--- config.mk ---
export PLATFORM = sky130hd
export DESIGN_NAME = seven_segment_clock_rect_generator
export DESIGN_NICKNAME = d
export VERILOG_FILES = /design/src/sv/sscrg_pkg.sv /design/src/sv/seven_segment_clock_rect_generator.sv /design/src/sv/sscrg_front.sv /design/src/sv/sscrg_queue.sv /design/src/sv/sscrg_layout.sv /design/src/sv/sscrg_back.sv
export SDC_FILE = /design/constraint.sdc
export NUM_CORES = 2
export LEC_CHECK = 0
export BUFFER_PORTS_ARGS = -buffer_cell sky130_fd_sc_hd__buf_2
export CORE_MARGIN = 2
export CORE_UTILIZATION = 30
export CTS_BUF_LIST = sky130_fd_sc_hd__clkbuf_2
export DETAILED_ROUTE_END_ITERATION = 12
export GPL_TIMING_DRIVEN = 0
export HOLD_SLACK_MARGIN = 0.03
export MAX_ROUTING_LAYER = met4
export PLACE_DENSITY = 0.42
export SLEW_MARGIN = 20
export SYNTH_ARGS = -nofsm -noshare
export SYNTH_HDL_FRONTEND = slang
export SYNTH_SLANG_ARGS = --single-unit
--- constraint.sdc ---
create_clock -name clk -period 8.2 [get_ports clk]
set_input_delay 1.64 -clock clk [delete_from_list [all_inputs] [get_ports clk]]
set_output_delay 1.64 -clock clk [all_outputs]
set_load 0.1 [all_outputs]
--- src/sv/sscrg_pkg.sv ---
// Shared types, constants and helpers for the seven-segment clock rectangle generator.
// No dependencies; every other file of the block imports this package.
package sscrg_pkg;

  localparam int CFG_W     = 12;
  localparam int CFG_IDX_W = 2;
  localparam int HOUR_W    = 5;
  localparam int MINUTE_W  = 6;
  localparam int NUDGE_W   = 16;
  localparam int COORD_W   = 16;
  localparam int SEG_N     = 7;
  localparam int DIGIT_N   = 4;

  localparam int QUEUE_DEPTH_DEF = 2;

  // Layout pipeline depth from a register write to a settled layout.
  localparam int LAYOUT_LAT   = 5;
  localparam int LAYOUT_CNT_W = $clog2(LAYOUT_LAT + 1);

  typedef enum logic [CFG_IDX_W-1:0] {
    REG_SCREEN_X,
    REG_SCREEN_Y,
    REG_SCREEN_W,
    REG_SCREEN_H
  } cfg_reg_t;

  // Segment slots in draw order.
  typedef enum logic [2:0] {
    SL_TOP,
    SL_BOT,
    SL_MID,
    SL_UL,
    SL_UR,
    SL_LL,
    SL_LR
  } seg_slot_t;

  typedef logic [SEG_N-1:0] seg_mask_t;

  localparam seg_mask_t MASK_MID = 7'b0000100;

  // Classic abcdefg glyphs: bit0 top, bit1 upper right, bit2 lower right,
  // bit3 bottom, bit4 lower left, bit5 upper left, bit6 middle.
  localparam logic [6:0] GLYPH [10] = '{
    7'h3F, 7'h06, 7'h5B, 7'h4F, 7'h66, 7'h6D, 7'h7D, 7'h07, 7'h7F, 7'h6F
  };

  // Glyph for a digit, reordered into draw order.
  function automatic seg_mask_t glyph_mask(input logic [3:0] d);
    logic [6:0] g;
    seg_mask_t  m;
    g = (d < 4'd10) ? GLYPH[d] : 7'h00;
    m[SL_TOP] = g[0];
    m[SL_BOT] = g[3];
    m[SL_MID] = g[6];
    m[SL_UL]  = g[5];
    m[SL_UR]  = g[1];
    m[SL_LL]  = g[4];
    m[SL_LR]  = g[2];
    return m;
  endfunction

  typedef struct packed {
    seg_mask_t [DIGIT_N-1:0] seg;
    logic signed [2:0]       dx;
    logic signed [2:0]       dy;
  } item_t;

  typedef struct packed {
    logic [CFG_W-1:0]           sx;
    logic [CFG_W-1:0]           sy;
    logic [CFG_W-1:0]           sw;
    logic [CFG_W-1:0]           sh;
    logic signed [COORD_W-1:0]  base_x;
    logic signed [COORD_W-1:0]  base_y;
    logic                       step4x;
    logic                       step4y;
    logic signed [COORD_W-1:0]  t;
    logic signed [COORD_W-1:0]  xo_r;
    logic signed [COORD_W-1:0]  xo_col;
    logic signed [COORD_W-1:0]  yo_bot;
    logic signed [COORD_W-1:0]  yo_mid;
    logic signed [COORD_W-1:0]  yo_lo;
    logic signed [COORD_W-1:0]  yo_c1;
    logic signed [COORD_W-1:0]  yo_c2;
    logic signed [COORD_W-1:0]  wseg;
    logic signed [COORD_W-1:0]  vh;
    logic signed [COORD_W-1:0]  pitch;
    logic signed [COORD_W-1:0]  cadj;
  } layout_t;

  typedef enum logic [1:0] {
    ST_IDLE,
    ST_BG,
    ST_DIGIT,
    ST_COLON
  } back_state_t;

endpackage

--- src/sv/seven_segment_clock_rect_generator.sv ---
// An update reaches the output via the front register, queue and state register.
// Draw rate is one slot per cycle, lit slots waiting out output stalls; unlit slots
// are walked too, up to 31 per update (background, 28 segments, 2 colon squares).
// A two-entry queue lets the next update be taken while the current one is drawn.
// Layout settles again after reset or a register write once its pipeline refills.
// Reset: synchronous, active high; registers return to 0, 0, 320, 240.
module seven_segment_clock_rect_generator #(
  parameter int QUEUE_DEPTH = sscrg_pkg::QUEUE_DEPTH_DEF
) (
  input  logic                                 clk,
  input  logic                                 rst,
  input  logic                                 in_valid,
  output logic                                 in_stall,
  input  logic [sscrg_pkg::HOUR_W-1:0]         hour,
  input  logic [sscrg_pkg::MINUTE_W-1:0]       minute,
  input  logic                                 time_valid,
  input  logic [sscrg_pkg::NUDGE_W-1:0]        nudge,
  output logic                                 out_valid,
  input  logic                                 out_stall,
  output logic signed [sscrg_pkg::COORD_W-1:0] rect_left,
  output logic signed [sscrg_pkg::COORD_W-1:0] rect_top,
  output logic signed [sscrg_pkg::COORD_W-1:0] rect_width,
  output logic signed [sscrg_pkg::COORD_W-1:0] rect_height,
  output logic                                 colour,
  output logic                                 last_rect,
  input  logic                                 cfg_write,
  input  logic [sscrg_pkg::CFG_IDX_W-1:0]      cfg_index,
  input  logic [sscrg_pkg::CFG_W-1:0]          cfg_data
);
  import sscrg_pkg::*;

  logic    wr_valid;
  logic    wr_stall;
  item_t   wr_item;
  logic    rd_valid;
  logic    rd_take;
  item_t   rd_item;
  layout_t lay;
  logic    lay_ready;

  sscrg_front u_front (
    .clk        (clk),
    .rst        (rst),
    .in_valid   (in_valid),
    .in_stall   (in_stall),
    .hour       (hour),
    .minute     (minute),
    .time_valid (time_valid),
    .nudge      (nudge),
    .wr_valid   (wr_valid),
    .wr_stall   (wr_stall),
    .wr_item    (wr_item)
  );

  sscrg_queue #(
    .DEPTH (QUEUE_DEPTH)
  ) u_queue (
    .clk      (clk),
    .rst      (rst),
    .wr_valid (wr_valid),
    .wr_stall (wr_stall),
    .wr_item  (wr_item),
    .rd_valid (rd_valid),
    .rd_take  (rd_take),
    .rd_item  (rd_item)
  );

  sscrg_layout u_layout (
    .clk       (clk),
    .rst       (rst),
    .cfg_write (cfg_write),
    .cfg_index (cfg_index),
    .cfg_data  (cfg_data),
    .lay       (lay),
    .lay_ready (lay_ready)
  );

  sscrg_back u_back (
    .clk         (clk),
    .rst         (rst),
    .rd_valid    (rd_valid),
    .rd_take     (rd_take),
    .rd_item     (rd_item),
    .lay         (lay),
    .lay_ready   (lay_ready),
    .out_valid   (out_valid),
    .out_stall   (out_stall),
    .rect_left   (rect_left),
    .rect_top    (rect_top),
    .rect_width  (rect_width),
    .rect_height (rect_height),
    .colour      (colour),
    .last_rect   (last_rect)
  );

endmodule

--- src/sv/sscrg_front.sv ---
// Input stage: accepts an update, splits the time into digit segment masks
// and reduces the nudge counter mod 25. Depends on sscrg_pkg.
module sscrg_front (
  input  logic                           clk,
  input  logic                           rst,
  input  logic                           in_valid,
  output logic                           in_stall,
  input  logic [sscrg_pkg::HOUR_W-1:0]   hour,
  input  logic [sscrg_pkg::MINUTE_W-1:0] minute,
  input  logic                           time_valid,
  input  logic [sscrg_pkg::NUDGE_W-1:0]  nudge,
  output logic                           wr_valid,
  input  logic                           wr_stall,
  output sscrg_pkg::item_t               wr_item
);
  import sscrg_pkg::*;

  logic                    f_valid;
  seg_mask_t [DIGIT_N-1:0] f_seg;
  logic [10:0]             f_sum;
  logic [6:0]              f_quo;

  logic [1:0]              h_tens;
  logic [3:0]              h_units;
  logic [2:0]              m_tens;
  logic [3:0]              m_units;
  seg_mask_t [DIGIT_N-1:0] seg_in;
  logic [10:0]             nsum;
  logic [21:0]             nprod;
  logic                    take;
  logic [4:0]              m25;
  logic [2:0]              row;
  logic [4:0]              col;

  assign in_stall = f_valid && wr_stall;
  assign take     = in_valid && !in_stall;

  always_comb begin
    priority if (hour >= 5'd30) h_tens = 2'd3;
    else if (hour >= 5'd20)     h_tens = 2'd2;
    else if (hour >= 5'd10)     h_tens = 2'd1;
    else                        h_tens = 2'd0;
    h_units = 4'(hour - 5'(10 * h_tens));

    priority if (minute >= 6'd60) m_tens = 3'd6;
    else if (minute >= 6'd50)     m_tens = 3'd5;
    else if (minute >= 6'd40)     m_tens = 3'd4;
    else if (minute >= 6'd30)     m_tens = 3'd3;
    else if (minute >= 6'd20)     m_tens = 3'd2;
    else if (minute >= 6'd10)     m_tens = 3'd1;
    else                          m_tens = 3'd0;
    m_units = 4'(minute - 6'(10 * m_tens));

    if (time_valid) begin
      seg_in[0] = (h_tens == 2'd0) ? '0 : glyph_mask(4'(h_tens));
      seg_in[1] = glyph_mask(h_units);
      seg_in[2] = glyph_mask(4'(m_tens));
      seg_in[3] = glyph_mask(m_units);
    end else begin
      seg_in = {DIGIT_N{MASK_MID}};
    end
  end

  // 256 = 6 mod 25, so fold the high byte before the reciprocal divide.
  assign nsum  = 11'(nudge[15:8]) * 11'd6 + 11'(nudge[7:0]);
  assign nprod = 22'(nsum) * 22'd1311;

  always_ff @(posedge clk) begin
    if (rst) begin
      f_valid <= 1'b0;
    end else if (take) begin
      f_valid <= 1'b1;
    end else if (!wr_stall) begin
      f_valid <= 1'b0;
    end
    if (take) begin
      f_seg <= seg_in;
      f_sum <= nsum;
      f_quo <= nprod[21:15];
    end
  end

  always_comb begin
    m25 = 5'(f_sum - 11'(f_quo) * 11'd25);
    priority if (m25 >= 5'd20) row = 3'd4;
    else if (m25 >= 5'd15)     row = 3'd3;
    else if (m25 >= 5'd10)     row = 3'd2;
    else if (m25 >= 5'd5)      row = 3'd1;
    else                       row = 3'd0;
    col = 5'(m25 - 5'(5 * row));
  end

  assign wr_valid    = f_valid;
  assign wr_item.seg = f_seg;
  assign wr_item.dx  = 3'(col) - 3'd2;
  assign wr_item.dy  = row - 3'd2;

endmodule

--- src/sv/sscrg_queue.sv ---
// Short FIFO of classified updates between the front and back stages.
// Depends on sscrg_pkg for the entry type.
module sscrg_queue #(
  parameter int DEPTH = sscrg_pkg::QUEUE_DEPTH_DEF
) (
  input  logic             clk,
  input  logic             rst,
  input  logic             wr_valid,
  output logic             wr_stall,
  input  sscrg_pkg::item_t wr_item,
  output logic             rd_valid,
  input  logic             rd_take,
  output sscrg_pkg::item_t rd_item
);
  import sscrg_pkg::*;

  localparam int PTR_W = (DEPTH > 1) ? $clog2(DEPTH) : 1;
  localparam int CNT_W = $clog2(DEPTH + 1);

  item_t            slots [DEPTH];
  logic [PTR_W-1:0] wr_ptr;
  logic [PTR_W-1:0] rd_ptr;
  logic [CNT_W-1:0] count;
  logic             push;
  logic             pop;

  assign wr_stall = (count == CNT_W'(DEPTH));
  assign rd_valid = (count != '0);
  assign push     = wr_valid && !wr_stall;
  assign pop      = rd_valid && rd_take;
  assign rd_item  = slots[rd_ptr];

  always_ff @(posedge clk) begin
    if (rst) begin
      wr_ptr <= '0;
      rd_ptr <= '0;
      count  <= '0;
    end else begin
      if (push) begin
        wr_ptr <= (wr_ptr == PTR_W'(DEPTH - 1)) ? '0 : wr_ptr + 1'b1;
      end
      if (pop) begin
        rd_ptr <= (rd_ptr == PTR_W'(DEPTH - 1)) ? '0 : rd_ptr + 1'b1;
      end
      if (push && !pop) begin
        count <= count + 1'b1;
      end else if (pop && !push) begin
        count <= count - 1'b1;
      end
    end
    if (push) begin
      slots[wr_ptr] <= wr_item;
    end
  end

endmodule

--- src/sv/sscrg_layout.sv ---
// Screen registers and the pipelined clock layout derived from them.
// Depends on sscrg_pkg; layout is flagged ready once the pipeline has settled.
module sscrg_layout (
  input  logic                            clk,
  input  logic                            rst,
  input  logic                            cfg_write,
  input  logic [sscrg_pkg::CFG_IDX_W-1:0] cfg_index,
  input  logic [sscrg_pkg::CFG_W-1:0]     cfg_data,
  output sscrg_pkg::layout_t              lay,
  output logic                            lay_ready
);
  import sscrg_pkg::*;

  logic [CFG_W-1:0]        sx, sy, sw, sh;
  logic [LAYOUT_CNT_W-1:0] settle;

  // stage A
  logic [23:0]             q9_prod;
  logic [8:0]              q9;
  logic [8:0]              w1;
  logic [10:0]             shh1;
  // stage B
  logic [9:0]              w2x;
  logic [16:0]             t_prod;
  logic [6:0]              t_q;
  logic [18:0]             g_prod;
  logic [8:0]              w2;
  logic [9:0]              h2;
  logic [6:0]              t2;
  logic [7:0]              gap2;
  logic [7:0]              colon2;
  // stage C
  logic [19:0]             h3_prod;
  logic signed [11:0]      hmt;
  logic signed [11:0]      hmt_adj;
  logic [12:0]             total3;
  logic [8:0]              h3_3;
  logic signed [11:0]      mid3;
  // stage D
  logic signed [13:0]      dsx;
  logic signed [13:0]      dsx_adj;
  logic [COORD_W-1:0]      mid16;
  logic signed [13:0]      slack_x4;
  logic [10:0]             slack_y4;
  // stage D/E outputs
  logic signed [COORD_W-1:0] base_x, base_y;
  logic                      step4x, step4y;
  logic signed [COORD_W-1:0] t_r, xo_r, xo_col, yo_bot, yo_mid, yo_lo;
  logic signed [COORD_W-1:0] yo_c1, yo_c2, wseg, vh, pitch, cadj;

  always_ff @(posedge clk) begin
    if (rst) begin
      sx     <= 12'd0;
      sy     <= 12'd0;
      sw     <= 12'd320;
      sh     <= 12'd240;
      settle <= LAYOUT_CNT_W'(LAYOUT_LAT);
    end else if (cfg_write) begin
      unique case (cfg_reg_t'(cfg_index))
        REG_SCREEN_X: sx <= cfg_data;
        REG_SCREEN_Y: sy <= cfg_data;
        REG_SCREEN_W: sw <= cfg_data;
        REG_SCREEN_H: sh <= cfg_data;
        default: ;
      endcase
      settle <= LAYOUT_CNT_W'(LAYOUT_LAT);
    end else if (settle != '0) begin
      settle <= settle - 1'b1;
    end
  end

  assign lay_ready = (settle == '0);

  // width / 9 by reciprocal, exact for 12-bit values
  assign q9_prod = 24'(sw) * 24'd3641;
  assign q9      = q9_prod[23:15];

  assign w2x    = {w1, 1'b0};
  assign t_prod = 17'(w1) * 17'd205;
  assign t_q    = t_prod[16:10];
  assign g_prod = 19'(w1) * 19'd683;

  assign h3_prod = 20'(h2) * 20'd683;
  assign hmt     = $signed({2'b00, h2}) - $signed({5'b00000, t2});
  assign hmt_adj = hmt + $signed({11'b0, hmt[11]});

  assign dsx     = $signed({2'b00, sw}) - $signed({1'b0, total3});
  assign dsx_adj = dsx + $signed({13'b0, dsx[13]});
  assign mid16   = {{(COORD_W-12){mid3[11]}}, mid3};

  always_ff @(posedge clk) begin
    // stage A
    w1   <= (q9 < 9'd6) ? 9'd6 : q9;
    shh1 <= sh[11:1];
    // stage B
    w2     <= w1;
    h2     <= (11'(w2x) < shh1) ? w2x : 10'(shh1);
    t2     <= (t_q < 7'd2) ? 7'd2 : t_q;
    gap2   <= g_prod[18:11];
    colon2 <= w1[8:1];
    // stage C
    total3 <= 13'({w2, 2'b00}) + 13'(gap2) * 13'd3 + 13'(colon2);
    h3_3   <= h3_prod[19:11];
    mid3   <= hmt_adj >>> 1;
    // stage D
    slack_x4 <= dsx_adj >>> 1;
    slack_y4 <= 11'((sh - 12'(h2)) >> 1);
    t_r      <= 16'(t2);
    xo_r     <= 16'(w2) - 16'(t2);
    xo_col   <= 16'd0 - 16'(gap2[7:1]) - 16'(t2[6:1]);
    yo_bot   <= 16'(h2) - 16'(t2);
    yo_mid   <= mid16;
    yo_lo    <= mid16 + 16'(t2);
    yo_c1    <= 16'(h3_3);
    yo_c2    <= 16'(h2) - 16'(h3_3) - 16'(t2);
    wseg     <= 16'(w2) - 16'({t2, 1'b0});
    vh       <= mid16 - 16'(t2);
    pitch    <= 16'(w2) + 16'(gap2);
    cadj     <= 16'(colon2) - 16'(gap2);
    // stage E
    base_x <= 16'(sx) + {{(COORD_W-14){slack_x4[13]}}, slack_x4};
    base_y <= 16'(sy) + 16'(slack_y4);
    step4x <= (slack_x4 > 14'sd8);
    step4y <= (slack_y4 > 11'd8);
  end

  always_comb begin
    lay.sx     = sx;
    lay.sy     = sy;
    lay.sw     = sw;
    lay.sh     = sh;
    lay.base_x = base_x;
    lay.base_y = base_y;
    lay.step4x = step4x;
    lay.step4y = step4y;
    lay.t      = t_r;
    lay.xo_r   = xo_r;
    lay.xo_col = xo_col;
    lay.yo_bot = yo_bot;
    lay.yo_mid = yo_mid;
    lay.yo_lo  = yo_lo;
    lay.yo_c1  = yo_c1;
    lay.yo_c2  = yo_c2;
    lay.wseg   = wseg;
    lay.vh     = vh;
    lay.pitch  = pitch;
    lay.cadj   = cadj;
  end

endmodule

--- src/sv/sscrg_back.sv ---
// Rectangle sequencer: walks background, digit segments and colon of one update,
// one slot per cycle bar stalled lit slots, into a registered output; uses sscrg_pkg.
module sscrg_back (
  input  logic                                clk,
  input  logic                                rst,
  input  logic                                rd_valid,
  output logic                                rd_take,
  input  sscrg_pkg::item_t                    rd_item,
  input  sscrg_pkg::layout_t                  lay,
  input  logic                                lay_ready,
  output logic                                out_valid,
  input  logic                                out_stall,
  output logic signed [sscrg_pkg::COORD_W-1:0] rect_left,
  output logic signed [sscrg_pkg::COORD_W-1:0] rect_top,
  output logic signed [sscrg_pkg::COORD_W-1:0] rect_width,
  output logic signed [sscrg_pkg::COORD_W-1:0] rect_height,
  output logic                                colour,
  output logic                                last_rect
);
  import sscrg_pkg::*;

  back_state_t             state, state_next;
  seg_mask_t [DIGIT_N-1:0] item_seg;
  logic [COORD_W-1:0]      x_dig;
  logic [COORD_W-1:0]      y_it;
  logic [1:0]              dig;
  seg_slot_t               seg;
  logic                    cidx;

  logic                    out_free;
  logic                    lit;
  logic                    last;
  logic                    go;
  logic                    finish;
  logic                    pop;
  seg_mask_t               cur_mask;
  seg_mask_t               hi_bits;
  logic                    later_empty;
  logic [COORD_W-1:0]      bx, by, xo, yo, rw, rh;
  logic                    col_c;
  logic [COORD_W-1:0]      dxs, dys;

  assign out_free = !out_valid || !out_stall;
  assign cur_mask = item_seg[dig];
  assign hi_bits  = cur_mask >> seg;

  always_comb begin
    unique case (dig)
      2'd2:    later_empty = (item_seg[3] == '0);
      2'd3:    later_empty = 1'b1;
      default: later_empty = 1'b0;
    endcase
  end

  // slot outputs
  always_comb begin
    lit   = 1'b0;
    last  = 1'b0;
    col_c = 1'b1;
    bx    = x_dig;
    by    = y_it;
    xo    = '0;
    yo    = '0;
    rw    = lay.t;
    rh    = lay.t;
    unique case (state)
      ST_IDLE: ;
      ST_BG: begin
        lit   = 1'b1;
        col_c = 1'b0;
        bx    = 16'(lay.sx);
        by    = 16'(lay.sy);
        rw    = 16'(lay.sw);
        rh    = 16'(lay.sh);
      end
      ST_DIGIT: begin
        lit  = hi_bits[0];
        last = (hi_bits[6:1] == '0) && later_empty;
        unique case (seg)
          SL_TOP: begin xo = lay.t;    yo = '0;         rw = lay.wseg; end
          SL_BOT: begin xo = lay.t;    yo = lay.yo_bot; rw = lay.wseg; end
          SL_MID: begin xo = lay.t;    yo = lay.yo_mid; rw = lay.wseg; end
          SL_UL:  begin xo = '0;       yo = lay.t;      rh = lay.vh;   end
          SL_UR:  begin xo = lay.xo_r; yo = lay.t;      rh = lay.vh;   end
          SL_LL:  begin xo = '0;       yo = lay.yo_lo;  rh = lay.vh;   end
          SL_LR:  begin xo = lay.xo_r; yo = lay.yo_lo;  rh = lay.vh;   end
          default: lit = 1'b0;
        endcase
      end
      ST_COLON: begin
        lit  = 1'b1;
        last = cidx && (item_seg[2] == '0) && (item_seg[3] == '0);
        xo   = lay.xo_col;
        yo   = cidx ? lay.yo_c2 : lay.yo_c1;
      end
      default: ;
    endcase
    go     = (state != ST_IDLE) && (!lit || out_free);
    finish = go && lit && last;
    pop    = ((state == ST_IDLE) || finish) && rd_valid && lay_ready;
  end

  assign rd_take = pop;

  always_comb begin
    state_next = state;
    unique case (state)
      ST_IDLE: if (pop) state_next = ST_BG;
      ST_BG:   if (go) state_next = ST_DIGIT;
      ST_DIGIT: begin
        if (finish) begin
          state_next = pop ? ST_BG : ST_IDLE;
        end else if (go && seg == SL_LR) begin
          if (dig == 2'd1) begin
            state_next = ST_COLON;
          end else if (dig == 2'd3) begin
            state_next = ST_IDLE;
          end
        end
      end
      ST_COLON: begin
        if (finish) begin
          state_next = pop ? ST_BG : ST_IDLE;
        end else if (go && cidx) begin
          state_next = ST_DIGIT;
        end
      end
      default: state_next = ST_IDLE;
    endcase
  end

  // nudge offset: dx or 4*dx
  assign dxs = lay.step4x ? {{(COORD_W-3){rd_item.dx[2]}}, rd_item.dx} << 2
                          : {{(COORD_W-3){rd_item.dx[2]}}, rd_item.dx};
  assign dys = lay.step4y ? {{(COORD_W-3){rd_item.dy[2]}}, rd_item.dy} << 2
                          : {{(COORD_W-3){rd_item.dy[2]}}, rd_item.dy};

  always_ff @(posedge clk) begin
    if (rst) begin
      state     <= ST_IDLE;
      out_valid <= 1'b0;
    end else begin
      state <= state_next;
      if (go && lit) begin
        out_valid <= 1'b1;
      end else if (!out_stall) begin
        out_valid <= 1'b0;
      end
    end

    if (go && lit) begin
      rect_left   <= bx + xo;
      rect_top    <= by + yo;
      rect_width  <= rw;
      rect_height <= rh;
      colour      <= col_c;
      last_rect   <= last;
    end

    if (state == ST_BG && go) begin
      dig  <= 2'd0;
      seg  <= SL_TOP;
      cidx <= 1'b0;
    end else if (state == ST_DIGIT && go) begin
      if (seg == SL_LR) begin
        seg <= SL_TOP;
        dig <= dig + 1'b1;
      end else begin
        seg <= seg_slot_t'(seg + 1'b1);
      end
    end else if (state == ST_COLON && go) begin
      cidx <= ~cidx;
    end

    // a new update takes over the digit origin on the cycle the last one finishes
    if (pop) begin
      item_seg <= rd_item.seg;
      x_dig    <= lay.base_x + dxs;
      y_it     <= lay.base_y + dys;
    end else if (state == ST_DIGIT && go && seg == SL_LR) begin
      x_dig <= x_dig + lay.pitch;
    end else if (state == ST_COLON && go && cidx) begin
      x_dig <= x_dig + lay.cadj;
    end
  end

endmodule

Yosys cells after proc, flatten, opt, wreduce, memory -nomap -nowiden
Memory sizes are Yosys's and may differ from the RTL's. A register that Yosys moved wholly into a read port is not among the register bits. Cells that the tools add are included.

Bits in writable memories: 68. Word-level logic and storage cells: 316. Bits in registers: 555. Input port bits: 47. Output and inout port bits: 68. Memories: 5. ROM bits: 448.

$add $sub $neg: 40. Equality and inequality tests: 23. Magnitude comparators: 27. Shift operators: 1. Multiply operators: 11. Bitwise gates (word level): 8. Reduce and logical (&&, ||, !) cells: 63. Muxes and demuxes: 73.

Memories: (name not given) (depth 16, width 7, read ports 1, clocked after memory_dff 0, wr ports 0, RTL line sscrg_pkg.sv:52) `g = (d < 4'd10) ? GLYPH[d] : 7'h00;`; (name not given) (depth 16, width 7, read ports 1, clocked after memory_dff 0, wr ports 0, RTL line sscrg_pkg.sv:52); (name not given) (depth 16, width 7, read ports 1, clocked after memory_dff 0, wr ports 0, RTL line sscrg_pkg.sv:52); (name not given) (depth 16, width 7, read ports 1, clocked after memory_dff 0, wr ports 0, RTL line sscrg_pkg.sv:52); u_queue.slots (depth 2, width 34, read ports 1, clocked after memory_dff 1, wr ports 1, RTL line sscrg_queue.sv:20) `item_t slots [DEPTH];`.

Operators with widths (count): $pmux 16 s2 (5); $mux 16 (8); $add 16x16->16 (6); $mux 7 (13); $pmux 16 s4 (1); $ge 5x5->1 const B (7); $mux 3 (10); $mul 12x12->24 const B (1); $mux 2 (12); $mul 11x11->22 const B (1); $sub 10x7->11 (2); $logic_and 1x1->1 (21); $mul 10x10->20 const B (1); $mul 8x2->10 const B (2); $mul 9x10->19 const B (1); $ge 6x6->1 const B (3); $reduce_and 2->1 (9); $mul 9x8->17 const B (1); $mux 1 (16); $sub 16x6->16 (1); $sub 16x7->16 (1); $ge 5x4->1 const B (3); $add 13x13->14 (1); $add 14x2->14 (1); other kinds (71) (119).

Logic depth before layout (Yosys ltp)
Word-level depth: 17. Gate-level depth with buffers: 30.

By module
A second synthesis with hierarchy kept.

Cells, all modules: 3926. Area, all modules: 39825.7 um^2.

Modules (own cells, without submodules): sscrg_layout (cells an instance 2147, times used 1, sequential area each 6206.0 um^2, area each 20877.5 um^2); sscrg_back (cells an instance 1071, times used 1, sequential area each 3963.8 um^2, area each 10771.6 um^2); sscrg_front (cells an instance 577, times used 1, sequential area each 1131.1 um^2, area each 5511.5 um^2); sscrg_queue (cells an instance 131, times used 1, sequential area each 2142.1 um^2, area each 2665.1 um^2).

Worst setup path before layout
Ideal clock, no wire load.

Path type: input -> register. Start: in nudge[8] (netlist name). End: reg u_front.f_quo[4] (data pin). Required time: 7.934 ns. Stages: 29. Data arrival time: 7.557 ns. Slack: 0.377 ns. Setup time: 0.266 ns. Cells stage by stage: ha_1 > inv_1 > fa_1 > inv_1 > ha_1 > a21o_1 > a21oi_1 > o21bai_1 > a21oi_1 > nor2b_1 > o21bai_1 > xnor2_2 > xor2_1 > ha_1 > ha_1 > inv_1 > fa_1 > inv_1 > fa_1 > inv_1 > fa_1 > inv_1 > ha_1 > a21oi_1 > nand2_1 > o221ai_1 > o21ai_0 > o41ai_1 > xnor2_1.

Cells in the longest elaborated chain, start to end: 3.

RTL lines: from (decl) (RTL line seven_segment_clock_rect_generator.sv:17) `input logic [sscrg_pkg::NUDGE_W-1:0] nudge,`; $mul 8x2->10 (RTL line sscrg_front.sv:65) `assign nsum = 11'(nudge[15:8]) * 11'd6 + 11'(nudge[7:0]);`; $add 11x8->11 (RTL line sscrg_front.sv:65); $mul 11x11->22 (RTL line sscrg_front.sv:66) `assign nprod = 22'(nsum) * 22'd1311;`; named net u_front.nprod[19] (RTL line sscrg_front.sv:29) `logic [21:0] nprod;`; to (signal assigned) (RTL line sscrg_front.sv:79) `f_quo <= nprod[21:15];`; to (decl) (RTL line sscrg_front.sv:21) `logic [6:0] f_quo;`.

The timed path passes the listed nets, and every way through them passes these cells. A chain may end at the register's enable or synchronous reset.

Worst setup path in the final report
Start: in nudge[9] (netlist name). End: reg u_front.f_quo[4] (data pin).

Same word-level chain as after synthesis.

==> run_results.csv <==
group,metric,value,unit
yosys,synth_area_leaders,"ha_1, dfxtp_1, edfxtp_1",
yosys,ys_warn_count,0,
job,cap_violations,0,
worst_hold_path,whs_endpoint,"u_layout.yo_c1[4]",
worst_hold_path,hold_start,"u_layout.h3_3[4]",
placed_design,place.gp.congestion,0.8151,
yosys,syn-cell-area,37850,sq um
yosys,async_flop_share,0,
worst_setup_path,worstRegToRegCells,22,
sta,period_needed,7.329,ns
cts,clock_sinks,559,
sta,setup_viol,0,
worst_setup_path,regToRegSetupSlack,1.78,ns
sta,rsz0062_at_grt,"no",
sta,relSlewSlack,0.3373,
yosys,seq_area_frac_synth,0.3544,
global_route,grt_use_total,0.1701,
worst_setup_path,slowest_stage,"fa_1",
sta,finalClockSkew,0.1318,ns
worst_setup_path,crit_family,"adder cells",
die,num_rows,130,
yosys,yosysTopAreaCellShare,0.1904,
sta,slew_viol_final,0,
outcome,status,"complete, no violations",
worst_setup_path,max_stage_delay,0.54,ns
worst_setup_path,worstPathRequired,9.38,ns
finish,final_common_cell,"ha_1",
cts,ctsLongestPathBuffers,3,
sta,final_hold_viol_count,0,
cts,ctsResizeCount,0,
cts,cts_hold_buf,0,
yosys,ys_types,87,
global_route,antenna_found_initial,4,
global_route,grt_pass1_vias,27660,
placed_design,dpl.hpwl,82.79,mm
sta,fmax,136.4,MHz
worst_setup_path,r2r_end,"u_back.x_dig[14]",
yosys,yosys.area_share.simple,0.09262,
global_route,grt_pass1_wl,162.4,mm
worst_setup_path,critPathLaunchType,"primary input",
yosys,synth_cells,3718,
finish,final_cell_mix,"ha_1, inv_1, dfxtp_1",
detailed_routing,vias_per_cell,4.620,
die,die_w,359.2,microns
yosys,ys_ff_latch,559,
finish,syn_to_final_growth,11.57,%
cts,numCtsBuffers,163,
die,chipHeight,359.2,microns
sta,worst_pin_slew,0.9940,ns
detailed_routing,routedWlPerCell,18.28,microns
die,initial_core_util,0.3018,
yosys,yosys.area_share.xor_xnor,0.06776,
cts,path_clk_slew,0.12,ns
worst_setup_path,critPathKind,"primary input to register",
cts,cts_tree,"built",
detailed_routing,drt_first_iter_violations,1205,
finish,post-route-util,0.3367,
finish,multiInputGateArea,22340,sq um
detailed_routing,drc_errors,0,
yosys,synthAdderAreaFrac,0.2679,
placed_design,dp_slack,-0.5756,ns
sta,hold_slack,0.3262,ns
sta,layout_setup_ws,0.8707,ns
detailed_routing,ant_nets,0,
finish,drive_gt1_frac,0.1225,
finish,area.sequential,13410,sq um
finish,fillerInstances,13020,
die,die-area,129000,sq um
detailed_routing,totalWireLength,105.7,mm
worst_setup_path,crit_buf_inv,7,
cts,htreeDepth,4,
worst_setup_path,crit_top_cell,"inv_1",
die,coreArea,125400,sq um
worst_setup_path,worstPathArrival,8.51,ns
global_route,grt_max_degree,48,
detailed_routing,firstDrtPassIters,7,
sta,period_share,0.8938,
finish,nNetsFinal,4772,
yosys,synth_flop_cell,"dfxtp_1",
placed_design,port_buffers,113,
yosys,synth_compound_area_frac,0.1207,
cts,clk_latency,1.47,ns
worst_hold_path,whs_path_depth,0,
worst_setup_path,reg2reg_from,"u_back.seg[1]",
yosys,syn_area_per_cell,10.18,sq um
worst_setup_path,cp-end-kind,"register",
cts,post_cts_buffers,0,
global_route,overflow,0,
yosys,synthMuxAreaShare,0.03996,
die,ios,115,
cts,clockRootBuffer,"clkbuf_2",
worst_hold_path,hold_class,"register to register",
yosys,synth_top_cell_by_area,"ha_1",
detailed_routing,vias,26710,
yosys,synth_top_family_by_area,"adder cells",
worst_setup_path,path_max_fanout,8,
yosys,synth-edff-count,222,
final cells by class:
| type | instances | share of cell area |
|---|---|---|
| multi-input combinational | 2600 | 0.5289 |
| sequential | 559 | 0.3176 |
| tap | 1650 | 0.04889 |
| inverter | 490 | 0.04361 |
| clock buffer | 233 | 0.02761 |
| timing repair buffer | 120 | 0.01724 |
| clock inverter | 57 | 0.008740 |
| buffer | 70 | 0.007229 |
| antenna | 2 | 0.0001185 |
worst max path at each step:
stage	from	end	slack (ns)	cells after the start
3_5_place_dp	nudge[9]	u_front.f_quo[4]	-0.58	30
5_1_grt	nudge[9]	u_front.f_quo[4]	0.48	30
2_1_floorplan	nudge[8]	u_front.f_quo[4]	0.38	29
3_3_place_gp	u_back.seg[1]	u_back.rect_height[9]	-1.27	10
6_report	nudge[9]	u_front.f_quo[4]	0.87	30
4_1_cts	nudge[9]	u_front.f_quo[4]	1.11	30
per-stage QoR:
step | instances | setup TNS [ns] | instance area [sq um]
after global placement | 5482 | -77.27 | 40490
after floorplan | 3719 | 0 | 37860
after global routing | 5781 | 0 | 42230
final | 5781 | 0 | 42230
after CTS | 5779 | 0 | 42220
after detailed placement | 5489 | -1.672 | 40680
synthesized netlist by cell type, drive strengths merged, types with 34 or more instances:
master  count
nor2b      65
fa        145
nor3       50
xor2       91
clkbuf     53
mux2       77
nand3      51
dfxtp     337
a21oi     226
inv       489
nand2     202
a21o       84
edfxtp    222
nor2      232
o21bai     34
mux2i      48
ha        576
o21a       36
xnor2     201
o21ai     139
metal layers:
| layer | vias up | wire (microns) | GRT usage |
|---|---|---|---|
| li1 | 13530 | - | - |
| met1 | 12580 | 51090 | 0.2217 |
| met2 | 442 | 48550 | 0.2703 |
| met3 | 155 | 3561 | 0.02694 |
| met4 | 0 | 2468 | 0.05245 |
| met5 | - | 0 | - |
worst register-to-register path, delay by kind of cell (launching register included):
kind                     cells  cell delay, ns
adder cells (fa/ha/maj)      3            0.83
buffers and inverters        4            1.08
multiplexers                 2            0.68
AND/OR/NAND/NOR              4            0.89
flip-flops                   1            0.31
AO/OA/AOI/OAI                9            2.45
logic make-up after synthesis:
kind of cell               after synthesis
muxes                                  132
other                                    1
AOI/OAI and AO/OA                      708
adders and majority gates              724
xor gates and xnor gates               292
and+or+nand+nor                        742
buffers and inverters                  560
DFF                                    559
registers in the layout (all words and copies together) (netlist names), 12 cells and up, named ones only:
name	cells
u_layout.yo_c2	16
u_back.rect_width	13
u_back.y_it	16
u_layout.base_y	13
u_queue.slots	66
u_back.x_dig	16
u_layout.total3	12
u_layout.sy	12
u_layout.yo_lo	12
u_layout.sw	12
u_back.rect_height	13
u_layout.xo_col	16
u_back.rect_top	16
u_back.item_seg	27
u_layout.sh	12
u_layout.sx	12
u_layout.base_x	14
u_layout.slack_x4	13
u_back.rect_left	16
u_front.wr_item	27
Power is not shown: default switching activity piles up to over one toggle a cycle in this logic, so the estimate is an artifact.
